===== src/hdl/blpt_pkg.sv =====
// Bank last-program table: shared types and codes.
// Used by bank_last_program_table_core; no dependencies.
package blpt_pkg;

  localparam int TABLE_ENTRIES_DEF = 48;
  localparam int KEY_W             = 24;
  localparam int PROG_W            = 8;
  localparam int ENTRY_W           = KEY_W + PROG_W;
  localparam int COUNT_OUT_W       = 6;

  localparam logic [1:0] OP_SET   = 2'd0;
  localparam logic [1:0] OP_GET   = 2'd1;
  localparam logic [1:0] OP_FLUSH = 2'd2;

  localparam logic [2:0] ST_UNCHANGED = 3'd0;
  localparam logic [2:0] ST_UPDATED   = 3'd1;
  localparam logic [2:0] ST_APPENDED  = 3'd2;
  localparam logic [2:0] ST_DROPPED   = 3'd3;
  localparam logic [2:0] ST_NOT_SET   = 3'd4;

  typedef struct packed {
    logic [1:0] operation;
    logic [7:0] synth_id;
    logic [7:0] bank_msb;
    logic [7:0] bank_lsb;
    logic [7:0] program_in;
  } cmd_word_t;

  typedef struct packed {
    logic                   hit;
    logic [PROG_W-1:0]      program_out;
    logic [2:0]             set_status;
    logic                   was_dirty;
    logic [COUNT_OUT_W-1:0] entry_count;
  } rsp_word_t;

endpackage


===== src/hdl/blpt_ram.sv =====
// Generic single-clock RAM: one write port, one read port, registered read.
// No dependencies.
module blpt_ram #(
  parameter int WIDTH = 32,
  parameter int DEPTH = 48,
  localparam int AW = (DEPTH > 1) ? $clog2(DEPTH) : 1
) (
  input  logic             clk,
  input  logic             we,
  input  logic [AW-1:0]    waddr,
  input  logic [WIDTH-1:0] wdata,
  input  logic             re,
  input  logic [AW-1:0]    raddr,
  output logic [WIDTH-1:0] rdata
);

  logic [WIDTH-1:0] mem [DEPTH];

  always_ff @(posedge clk) begin
    if (we) begin
      mem[waddr] <= wdata;
    end
    if (re) begin
      rdata <= mem[raddr];
    end
  end

endmodule


===== src/hdl/bank_last_program_table_core.sv =====
// Bank last-program table core: key to program lookup with insertion-order store.
// Depends on blpt_pkg and blpt_ram.
//
// One command word is taken when start is high and busy is low; busy stays high
// until its response word has been shown. The response is on rsp for exactly one
// cycle with done high and cannot be stalled, so the receiver must take it then.
// Set and get walk the valid entries of the entry RAM one per cycle, first match
// wins, and stop at a match or after the last valid entry; flush, the unused code
// and any command on an empty table skip the walk and go straight to resolve.
// The next command can be taken in the cycle done is high.
module bank_last_program_table_core #(
  parameter int TABLE_ENTRIES = blpt_pkg::TABLE_ENTRIES_DEF
) (
  input  logic                  clk,
  input  logic                  rst,
  input  logic                  start,
  input  blpt_pkg::cmd_word_t   cmd,
  output logic                  busy,
  output logic                  done,
  output blpt_pkg::rsp_word_t   rsp
);

  localparam int AW    = (TABLE_ENTRIES > 1) ? $clog2(TABLE_ENTRIES) : 1;
  localparam int CNT_W = $clog2(TABLE_ENTRIES + 1);
  localparam int EXT_W = CNT_W + blpt_pkg::COUNT_OUT_W;

  typedef enum logic [1:0] {
    S_IDLE,
    S_SCAN,
    S_RESOLVE
  } state_t;

  state_t                       state;
  blpt_pkg::cmd_word_t          cur;
  logic                         was_dirty;
  logic                         dirty;
  logic [CNT_W-1:0]             count;
  logic [CNT_W-1:0]             scan_idx;
  logic [AW-1:0]                cmp_idx;
  logic                         cmp_valid;
  logic                         found;
  logic [AW-1:0]                found_idx;
  logic [blpt_pkg::PROG_W-1:0]  found_prog;

  logic                         ram_we;
  logic [AW-1:0]                ram_waddr;
  logic [blpt_pkg::ENTRY_W-1:0] ram_wdata;
  logic                         ram_re;
  logic [blpt_pkg::ENTRY_W-1:0] ram_rdata;

  logic [blpt_pkg::KEY_W-1:0]   key;
  logic                         match;
  logic                         scan_end;
  logic [CNT_W-1:0]             count_next;
  logic                         dirty_next;
  logic [2:0]                   status_next;
  logic                         hit_next;
  logic [blpt_pkg::PROG_W-1:0]  prog_next;
  logic [EXT_W-1:0]             count_ext;

  blpt_ram #(
    .WIDTH (blpt_pkg::ENTRY_W),
    .DEPTH (TABLE_ENTRIES)
  ) u_entry_ram (
    .clk   (clk),
    .we    (ram_we),
    .waddr (ram_waddr),
    .wdata (ram_wdata),
    .re    (ram_re),
    .raddr (scan_idx[AW-1:0]),
    .rdata (ram_rdata)
  );

  assign key       = {cur.synth_id, cur.bank_msb, cur.bank_lsb};
  assign match     = cmp_valid && (ram_rdata[blpt_pkg::ENTRY_W-1:blpt_pkg::PROG_W] == key);
  assign scan_end  = (scan_idx == count);
  assign ram_re    = (state == S_SCAN) && !match && !scan_end;
  assign ram_wdata = {key, cur.program_in};
  assign busy      = (state != S_IDLE);
  assign count_ext = {{blpt_pkg::COUNT_OUT_W{1'b0}}, count_next};

  // Resolve the command from the scan outcome.
  always_comb begin
    ram_we      = 1'b0;
    ram_waddr   = found_idx;
    count_next  = count;
    dirty_next  = dirty;
    status_next = blpt_pkg::ST_NOT_SET;
    hit_next    = 1'b0;
    prog_next   = '0;
    if (state == S_RESOLVE) begin
      case (cur.operation)
        blpt_pkg::OP_SET: begin
          hit_next = found;
          if (found) begin
            if (found_prog == cur.program_in) begin
              status_next = blpt_pkg::ST_UNCHANGED;
            end else begin
              ram_we      = 1'b1;
              dirty_next  = 1'b1;
              status_next = blpt_pkg::ST_UPDATED;
            end
          end else if (count < CNT_W'(TABLE_ENTRIES)) begin
            ram_we      = 1'b1;
            ram_waddr   = count[AW-1:0];
            count_next  = count + 1'b1;
            dirty_next  = 1'b1;
            status_next = blpt_pkg::ST_APPENDED;
          end else begin
            status_next = blpt_pkg::ST_DROPPED;
          end
        end
        blpt_pkg::OP_GET: begin
          hit_next  = found;
          prog_next = found ? found_prog : '0;
        end
        blpt_pkg::OP_FLUSH: begin
          dirty_next = 1'b0;
        end
        default: begin
        end
      endcase
    end
  end

  always_ff @(posedge clk) begin
    if (rst) begin
      state     <= S_IDLE;
      done      <= 1'b0;
      dirty     <= 1'b0;
      count     <= '0;
      scan_idx  <= '0;
      cmp_valid <= 1'b0;
      found     <= 1'b0;
    end else begin
      done <= 1'b0;
      case (state)
        S_IDLE: begin
          if (start) begin
            cur       <= cmd;
            was_dirty <= dirty;
            found     <= 1'b0;
            scan_idx  <= '0;
            cmp_valid <= 1'b0;
            if ((cmd.operation == blpt_pkg::OP_SET || cmd.operation == blpt_pkg::OP_GET)
                && count != '0) begin
              state <= S_SCAN;
            end else begin
              state <= S_RESOLVE;
            end
          end
        end
        S_SCAN: begin
          if (match) begin
            found      <= 1'b1;
            found_idx  <= cmp_idx;
            found_prog <= ram_rdata[blpt_pkg::PROG_W-1:0];
            state      <= S_RESOLVE;
          end else if (scan_end) begin
            state <= S_RESOLVE;
          end else begin
            cmp_valid <= 1'b1;
            cmp_idx   <= scan_idx[AW-1:0];
            scan_idx  <= scan_idx + 1'b1;
          end
        end
        S_RESOLVE: begin
          count           <= count_next;
          dirty           <= dirty_next;
          rsp.hit         <= hit_next;
          rsp.program_out <= prog_next;
          rsp.set_status  <= status_next;
          rsp.was_dirty   <= was_dirty;
          rsp.entry_count <= count_ext[blpt_pkg::COUNT_OUT_W-1:0];
          done            <= 1'b1;
          state           <= S_IDLE;
        end
        default: begin
          state <= S_IDLE;
        end
      endcase
    end
  end

endmodule


===== config.mk =====
export PLATFORM = sky130hd
export DESIGN_NAME = bank_last_program_table_core
export DESIGN_NICKNAME = d
export VERILOG_FILES = /design/src/hdl/blpt_pkg.sv /design/src/hdl/blpt_ram.sv /design/src/hdl/bank_last_program_table_core.sv
export SDC_FILE = /design/constraint.sdc
export NUM_CORES = 1
export LEC_CHECK = 0
export BUFFER_PORTS_ARGS = -buffer_cell sky130_fd_sc_hd__buf_2
export CORE_ASPECT_RATIO = 0.75
export CORE_MARGIN = 2
export CORE_UTILIZATION = 32
export DETAILED_ROUTE_END_ITERATION = 12
export GPL_ROUTABILITY_DRIVEN = 0
export PLACE_DENSITY = 0.54
export SETUP_SLACK_MARGIN = 0.15
export SYNTH_ARGS = -nofsm -noshare
export SYNTH_HDL_FRONTEND = slang
export SYNTH_HIERARCHICAL = 1
export SYNTH_SLANG_ARGS = --single-unit

===== constraint.sdc =====
create_clock -name clk -period 6.5 [get_ports clk]
set_clock_uncertainty 0.1 [all_clocks]
set_input_delay 0.975 -clock clk [delete_from_list [all_inputs] [get_ports clk]]
set_output_delay 0.975 -clock clk [all_outputs]
set_load 0.01 [all_outputs]

* After elaboration in Yosys (flattened, before gate mapping)
Memory sizes are Yosys's and may differ from the RTL's. A register that Yosys moved wholly into a read port is not among the register bits. Index checks and enable logic that the tools add are counted.
Storage, ports and cells: flip-flop bits (word level) 92, memory bits (writable) 1536, input bits 37, output and inout port bits 21, memories kept 1
Memory list:
- u_entry_ram.mem | words 48, bits a word 32, rd ports 1, clocked after Yosys merged registers in 1, write ports 1, RTL line blpt_ram.sv:17 | logic [WIDTH-1:0] mem [DEPTH];
Cells by class: $add $sub $neg 2, magnitude comparators 1, equal/unequal tests 15, mux-type cells 37, bitwise operators 3, reductions and logical operators 24
Operator list (number):
- $mux 6 | 10
- $eq 24x24->1 | 1
- $mux 1 | 17
- $add 6x1->6 const B | 2
- $pmux 6 s2 | 1
- $reduce_and 4->1 | 3
- $ne 3x3->1 const B | 3
- $reduce_and 3->1 | 3
- $eq 8x8->1 | 1
- $mux 2 | 4
- $ne 2x2->1 const B | 4
- $eq 2x1->1 const B | 3
- $eq 6x6->1 | 1
- $logic_not 2->1 | 3
- $lt 6x6->1 const B | 1
- $pmux 1 s2 | 3
- $reduce_and 2->1 | 3
- $reduce_bool 2->1 | 3
- $reduce_bool 6->1 | 1
- $eq 2x2->1 const B | 2
- $logic_and 1x1->1 | 4
- $pmux 2 s2 | 1
- $mux 3 | 1
- $not 1->1 | 3
- 3 further kinds | 4

* Depth between registers and ports, before layout
Gate-level depths: netlist of run 1.
depth in word-level cells 7, depth in mapped cells 11

* Hierarchy
The synthesis of run 1 kept the hierarchy.
Modules (own cells, without submodules):
- blpt_ram | times used 1, cells each 2909, area each 60435.5 µm²
- bank_last_program_table_core | times used 1, cells each 290, area each 3900.0 µm²

* Worst setup path before layout of run 1
Ideal clock, no wire load.
path type flip-flop to flip-flop, from register cur[5] (netlist bit), to memory u_entry_ram.mem[18][0] (enable), setup time 0.461 ns, data arrival time 4.247 ns, data required time 5.939 ns, slack 1.692 ns, cell stages (with the launch flop) 8, buffers on the path 0, clock period less this slack 4.808 ns, cells stage by stage edfxtp_1 > xor2_1 > nor3_1 > nand4_1 > nand2b_1 > nor3_1 > nand4_1 > nor3_1
Between the ends: cells in the longest elaborated chain, start to end 7
RTL lines:
- start: declaration | RTL line bank_last_program_table_core.sv:34 | blpt_pkg::cmd_word_t cur;
- start signal: assignment | RTL line bank_last_program_table_core.sv:140 | cur <= cmd;
- $eq 8x8->1 | RTL line bank_last_program_table_core.sv:96 | if (found_prog == cur.program_in) begin
- $mux 1 | RTL line bank_last_program_table_core.sv:96
- $mux 1 | RTL line bank_last_program_table_core.sv:95 | if (found) begin
- $mux 1 | RTL line bank_last_program_table_core.sv:92 | case (cur.operation)
- $mux 1 | RTL line bank_last_program_table_core.sv:91 | if (state == S_RESOLVE) begin
- net ram_we | RTL line bank_last_program_table_core.sv:45 | logic ram_we;
- $mux 1 | RTL line blpt_ram.sv:20 | if (we) begin
- $mux 1 (not written as such) | RTL line blpt_ram.sv:21 | mem[waddr] <= wdata;
- end: declaration | RTL line blpt_ram.sv:17
The timed path passes the listed nets, and every way through them passes these cells.

* Final worst setup path of run 1
from register cur[32] (netlist bit), to memory u_entry_ram.mem[31][27] (enable)
Between the ends: elaborated cells between the ends (all ways) 7, those cells by class 6 x mux; 1 x reduce/logical
RTL lines:
- $logic_not 2->1 | RTL line bank_last_program_table_core.sv:92
- $mux 6 | RTL line bank_last_program_table_core.sv:92
- $mux 6 | RTL line bank_last_program_table_core.sv:91
- net ram_waddr[0] | RTL line bank_last_program_table_core.sv:46 | logic [AW-1:0] ram_waddr;
The timed path passes the listed nets, and every way through them passes these cells.

==> summary.txt, run 1 <==
Global routing
  – First-pass GRT wire length: 237000 um
  – Largest net degree at the start of global routing: 91
  – Initial antenna violation count: 7
  – Gr ovfl total: 0
  – Total GRT Usage: 16.1%
  – Vias in the first global route: 30.7k

Floorplanning
  – Core area: 200000 sq um
  – Chip height: 392 um
  – Standard-cell rows: 142
  – Chip width: 522 um
  – # IOs: 58
  – Die Area: 205000 sq um
  – Initial Utilization: 32.2%

Synth
  – Ys async rst share: 0%
  – Top cells by count, synth: 1642 x edfxtp_1, 513 x mux2i_1, 160 x mux4_2, 128 x a22oi_1, 74 x nor2_1
  – Yosys top cell area share: 76.6%
  – Most instantiated library cell after synthesis: edfxtp_1
  – Area contributors post-synth: edfxtp_1 77%, mux2i_1 8.0%, mux4_2 5.6%
  – Synth Register Bits: 1660
  – Register area share after synthesis: 77.2%
  – Syn Nets: 3239
  – Synthesized area per cell: 20.1 sq um
  – Cells after synthesis: 3199
  – Synth Flop Type: edfxtp_1
  – YS warnings: 6
  – Cell taking the most area after synthesis: edfxtp_1
  – EDFF count, synth: 1642
  – Distinct cells, synth: 62
  – Syn Std Cell Area: 64300 sq um

Clock network
  – TritonCTS Buffers: 155
  – H-tree Lvls: 4
  – Clock slew at reported path FFs: 0.06 ns
  – Worst-case clock buffer depth: 3
  – Clock sinks: 1660
  – Setup Fix Bufs, Post-CTS: 0
  – Cts hold-fix bufs: 0
  – Root Buffer: clkbuf_16
  – TritonCTS clock tree: done
  – Post-cts repair resize count: 0
  – Worst skew pair latency: 0.78 ns

Cells and area
  – Final #Nets: 3388
  – Layout cells sized above 1: 18.9%
  – Non-Filler Instances: 6134
  – Area growth from synthesis to layout: 14.1%

Power
  – Switching Share: 20.3%
  – Power Density: 295 nW/um^2
  – Clock power share: 42.3%
  – Static leakage: 21.9 nW
  – Sw Pwr: 4.40 mW
  – Logic pwr share: 3.4%
  – Peak supply drop: 0.271 mV
  – Reg power frac: 54.2%
  – Pint: 17.3 mW

Placed design
  – DPL Wire Length: 98200 um
  – I/O Buffers: 57
  – Post-placement cell count: 5855

Setup path
  – Slowest stage delay, CP: 1.13 ns
  – Worst setup SP type: flop
  – Critical path, cell by cell: or2_1 > nor2b_1 > nand2_2 > o21ai_0 > nand4_1 > nor2_4 > buf_4
  – CP Max Fanout: 27
  – Critical path data required time: 6.88 ns
  – CP Capture Type: flop
  – Slowest-stage cell, CP: nor2_4
  – Critical path type: flop to flop
  – CP Data Arrival Time: 5.73 ns

Route
  – Via count: 32.0k
  – WL final: 167000 um
  – DR WL/cell: 27.2 um
  – Post-route ant nets: 0
  – Vias/cell: 5.22
  – DR pass1 iterations: 6
  – Post-route DRC: 0
  – First DRT Iteration DRCs: 3434

Timing
  – RSZ-0062 raised after global routing: no
  – Fmax achieved: 187 MHz
  – Min Tclk post-route: 5.35 ns
  – Final setup viols: 0
  – Max_slew headroom: 14.3%
  – Fin. Hold Viols: 0
  – Final period util: 82.4%
  – Count of pins over their slew limit: 0
  – Least-Margin Pin Slew: 1.28 ns
  – Final setup TNS: 0 ns
  – Fin Hold WS: 0.270 ns

Min path
  – Hold Crit Class: input port to flop

Run status
  – Outcome: complete, no violations

Job
  – Max-cap violations: 0
-- stage by stage --
step                power (mW)  cell area [sq um]  worst slack [ns]  util (%)
floorplan                 12.5              64300              1.69         -
global placement          12.7              68400              1.26      34.2
detailed placement        12.7              68400              1.17      34.2
CTS                       21.9              73400              1.16      36.8
global route              22.3              73400             0.852      36.8
finish                    21.7              73400              1.15      36.8
-- registers in the layout, summed over array words and instances, names as in the netlist --
signal / flops
found_idx: 6
count: 6
u_entry_ram/mem: 1536
u_entry_ram/rdata: 32
rsp: 19
state: 2
cur: 34
found_prog: 8
scan_idx: 6
found: 1
cmp_valid: 1
dirty: 1
cmp_idx: 6
done: 1
was_dirty: 1
-- worst paths after layout --
check	end	from	cells after the start	slack [ns]
max reg2reg	u_entry_ram/mem[31][27]$_DFFE_PP_	cur[32]$_DFFE_PP_	7	1.15
max	u_entry_ram/mem[31][27]$_DFFE_PP_	cur[32]$_DFFE_PP_	7	1.15
min reg2reg	found_idx[1]$_DFFE_PP_	cmp_idx[1]$_DFFE_PP_	0	0.31
min	cur[23]$_DFFE_PP_	cmd[23]	1	0.27
-- power groups by stage --
stage / combinational [mW] / sequential (mW) / clock, mW
floorplan: 0.473 / 12.0 / 0
global placement: 0.752 / 12.0 / 0
detailed placement: 0.755 / 12.0 / 0
CTS: 0.757 / 11.8 / 9.35
global route: 0.795 / 11.7 / 9.78
finish: 0.746 / 11.8 / 9.17
-- cell type report --
| class | count | area, sq um |
|---|---|---|
| Multi-Input combinational cell | 1351 | 14000 |
| Tap cell | 2664 | 3330 |
| Timing Repair Buffer | 175 | 1330 |
| Antenna cell | 2 | 5.00 |
| Fill cell | 18350 | 126000 |
| Clock buffer | 198 | 4180 |
| Clock inverter | 79 | 860 |
| Inverter | 5 | 18.8 |
| Sequential cell | 1660 | 49700 |
-- logic make-up after synthesis --
logic type,share of synthesized area (%)
flip-flops,77.2
multiplexers,13.6
AO/OA/AOI/OAI,5.18
AND/OR/NAND/NOR,1.62
buffers and inverters,1.70
XOR/XNOR,0.611
adder cells (fa/ha/maj),0.0584
-- critical path, delay by kind of cell (launching register included) --
| kind | cells | cell delay, ns |
|---|---|---|
| AO/OA/AOI/OAI | 1 | 0.89 |
| buffers and inverters | 1 | 0.31 |
| flip-flops | 1 | 0.53 |
| AND/OR/NAND/NOR | 5 | 3.17 |
-- metal layers --
layer	part of all wire, %	vias up	GRT usage (%)
met3	7.6	166	3.12
met5	0	-	0
li1	-	13498	-
met4	1.6	0	3.46
met2	42	1187	22.5
met1	49	17155	25.5
-- cell usage in the layout, fill, tap and decap left out, types with 4 or more instances in the layout --
master and n:
a21oi_1 69, a221oi_1 64, a22o_1 64, a22oi_1 128, and3_1 8, buf_12 13, buf_2 57, buf_4 105
bufinv_16 18, clkbuf_1 36, clkbuf_16 161, clkinv_1 34, clkinv_2 18, dfxtp_1 13, dfxtp_4 4, edfxtp_1 1642
inv_1 5, mux2i_1 513, mux4_2 160, nand2_1 59, nand2b_1 7, nand3_1 8, nand4_1 14, nor2_1 25
nor2_4 49, nor2b_1 6, nor3_1 4, o21ai_0 4, o22ai_1 33, o41ai_2 32, xnor2_1 31, xor2_1 12
Note: power is estimated with default switching activity, not from simulation.
==> run 2, diff against run 1 <==
==> constraint.sdc (replaced) <==
create_clock -name clk -period 5.2 [get_ports clk]
set_clock_uncertainty 0.1 [all_clocks]
set_input_delay 0.78 -clock clk [delete_from_list [all_inputs] [get_ports clk]]
set_output_delay 0.78 -clock clk [all_outputs]
set_load 0.01 [all_outputs]
==> run 2 against run 1 <==
Effect of this change: worst hold slack got worse by 0.20 ns; maximum frequency is 29% higher; register-to-register slack lost 0.11 ns; critical endpoint is now u_entry_ram/mem[14][18]$_DFFE_PP_; sequential power up 25%; clock-buffer cell count decreased by 13; combinational power rose by 27%.
==> summary.txt, run 2 (synthesis gave the netlist of run 1 again) <==
Run status
  – Outcome: complete, no violations (unchanged)

Timing
  – Max_slew headroom: 24.9% (was 14.3%)
  – Final period util: 80.0% (was 82.4%)
  – Fin. Hold Viols: 0 (unchanged)
  – Fmax achieved: 240 MHz (was 187 MHz)
  – Final setup TNS: 0 ns (unchanged)
  – Count of pins over their slew limit: 0 (unchanged)
  – Least-Margin Pin Slew: 1.13 ns (was 1.28 ns)
  – RSZ-0062 raised after global routing: no (unchanged)
  – Final setup viols: 0 (unchanged)
  – Min Tclk post-route: 4.16 ns (was 5.35 ns)

Cells and area
  – Layout cells sized above 1: 20.1% (was 18.9%)
  – Register with the most flip-flops: u_entry_ram/mem (unchanged)
  – Non-Filler Instances: 6192 (was 6134)
  – Commonest non-fill, non-tap cells in the layout: 1642 x edfxtp_1, 513 x mux2i_1, 160 x mux4_2 (was 1642 x edfxtp_1, 513 x mux2i_1, 161 x clkbuf_16)
  – Max reg flops: 1536 (unchanged)
  – Final #Nets: 3436 (was 3388)
  – Commonest non-fill, non-tap cell in the layout: edfxtp_1 (unchanged)
  – Largest regs: u_entry_ram/mem x1536, cur x34, u_entry_ram/rdata x32 (unchanged)
  – Area growth from synthesis to layout: 14.8% (was 14.1%)

Route
  – Met3 Wirelength: 11900 um (was 12600 um)
  – Post-route ant nets: 0 (unchanged)
  – Vias/cell: 5.17 (was 5.22)
  – Via count: 32.0k (about the same)
  – WL final: 169000 um (was 167000 um)
  – Post-route DRC: 0 (unchanged)
  – Met2 WL: 71900 um (was 70300 um)
  – DR WL/cell: 27.3 um (was 27.2 um)
  – DR top layer: met5 (was met4)
  – Metal1 wirelength: 81800 um (was 81200 um)
  – DR pass1 iterations: 5 (was 6)
  – First DRT Iteration DRCs: 3823 (was 3434)

Clock network
  – TritonCTS clock tree: done (unchanged)
  – Post-cts repair resize count: 0 (unchanged)
  – Worst-case clock buffer depth: 3 (unchanged)
  – Root Buffer: clkbuf_16 (unchanged)
  – H-tree Lvls: 4 (unchanged)
  – Worst skew pair latency: 0.79 ns (was 0.78 ns)
  – Clock slew at reported path FFs: 0.07 ns (was 0.06 ns)
  – Cts hold-fix bufs: 6 (was 0)
  – Setup Fix Bufs, Post-CTS: 0 (unchanged)
  – Clock sinks: 1660 (unchanged)
  – TritonCTS Buffers: 156 (was 155)

Job
  – Max-cap violations: 0 (unchanged)

Placed design
  – I/O Buffers: 57 (unchanged)
  – Post-placement cell count: 5896 (was 5855)
  – DPL Wire Length: 98100 um (was 98200 um)

Setup path
  – Worst setup SP type: flop (unchanged)
  – CP Capture Type: flop (unchanged)
  – Slowest-stage cell, CP: nor2_4 (unchanged)
  – CP Max Fanout: 19 (was 27)
  – Critical path type: flop to flop (unchanged)
  – Critical path, cell by cell: or2_1 > nor2b_1 > buf_4 > nand2_2 > o21ai_0 > nand3_1 > nor2_4 > buf_12 (was or2_1 > nor2b_1 > nand2_2 > o21ai_0 > nand4_1 > nor2_4 > buf_4)
  – Critical path data required time: 5.56 ns (was 6.88 ns)
  – Slowest stage delay, CP: 0.81 ns (was 1.13 ns)
  – CP Data Arrival Time: 4.52 ns (was 5.73 ns)

Global routing
  – Vias in the first global route: 30.7k (about the same)
  – First-pass GRT wire length: 237000 um (about the same)
  – Gr ovfl total: 0 (unchanged)
  – Largest net degree at the start of global routing: 107 (was 91)
  – Initial antenna violation count: 9 (was 7)
  – Total GRT Usage: 16.3% (was 16.1%)

Power
  – Static leakage: 22.1 nW (was 21.9 nW)
  – Peak supply drop: 0.363 mV (was 0.271 mV)
  – Power Density: 365 nW/um^2 (was 295 nW/um^2)

Min path
  – Hold Crit Class: input port to flop (unchanged)

Floorplanning
  – Initial Utilization: 32.2% (unchanged)
  – Standard-cell rows: 142 (unchanged)
  – Core area: 200000 sq um (unchanged)
  – Chip height: 392 um (unchanged)
  – Chip width: 522 um (unchanged)
  – # IOs: 58 (unchanged)
  – Die Area: 205000 sq um (unchanged)
## run 2: changes by cell type in the layout (fill, tap and decap cells not counted), sizes merged
cell	before	now
bufinv	18	13
clkinv	54	69
dlygate4sd3	0	6
buf	175	216
clkbuf	198	185
inv	9	16
clkinvlp	3	10
## run 2: through the flow
stage	hold WS (ns)	power (mW)	setup WS [ns]	instance area, sq um	utilization [%]
5_1_grt	0.0269	27.8	0.696	73800	37.0
3_3_place_gp	0.302	15.9	1.16	68800	34.4
3_5_place_dp	0.305	15.9	1.10	68800	34.4
4_1_cts	0.00188	27.2	1.05	73800	37.0
2_1_floorplan	0.300	15.6	0.392	64300	-
6_report	0.0668	27.0	1.04	73800	37.0
## run 2: worst max-delay path: cells and delay by family, from the launching register on
kind,cells,cell delay (ns)
buf+inv,2,0.46
compound gates,1,0.67
simple gates,5,2.03
flops,1,0.51
## run 2: power by group
part	switching [mW]	internal (mW)
clock	5.07	6.27
sequential	0.0366	14.7
combinational	0.572	0.373
total	5.68	21.3
## run 2: worst paths after layout
check | to | depth (start not counted) | slack (ns) | from
worst min register to register | found_idx[5]$_DFFE_PP_ | 0 | 0.32 | cmp_idx[5]$_DFFE_PP_
worst max register to register | u_entry_ram/mem[14][18]$_DFFE_PP_ | 8 | 1.04 | cur[32]$_DFFE_PP_
worst max-delay path | u_entry_ram/mem[14][18]$_DFFE_PP_ | 8 | 1.04 | cur[32]$_DFFE_PP_
worst min-delay path | cur[25]$_DFFE_PP_ | 1 | 0.07 | cmd[25]
## run 2: layer usage
layer  up-vias  GRT usage (%)
met2      1132           23.2
li1      13628              -
met5         -              0
met1     17043           25.3
met4         4           3.93
met3       195           3.05
## run 2: final cells by class
| type | count | area (sq um) |
|---|---|---|
| Clock inverter | 103 | 953 |
| Multi-Input combinational cell | 1351 | 14000 |
| Tap cell | 2664 | 3330 |
| Inverter | 5 | 18.8 |
| Fill cell | 18260 | 126000 |
| Sequential cell | 1660 | 49700 |
| Timing Repair Buffer | 222 | 1810 |
| Antenna cell | 2 | 5.00 |
| Clock buffer | 185 | 4060 |
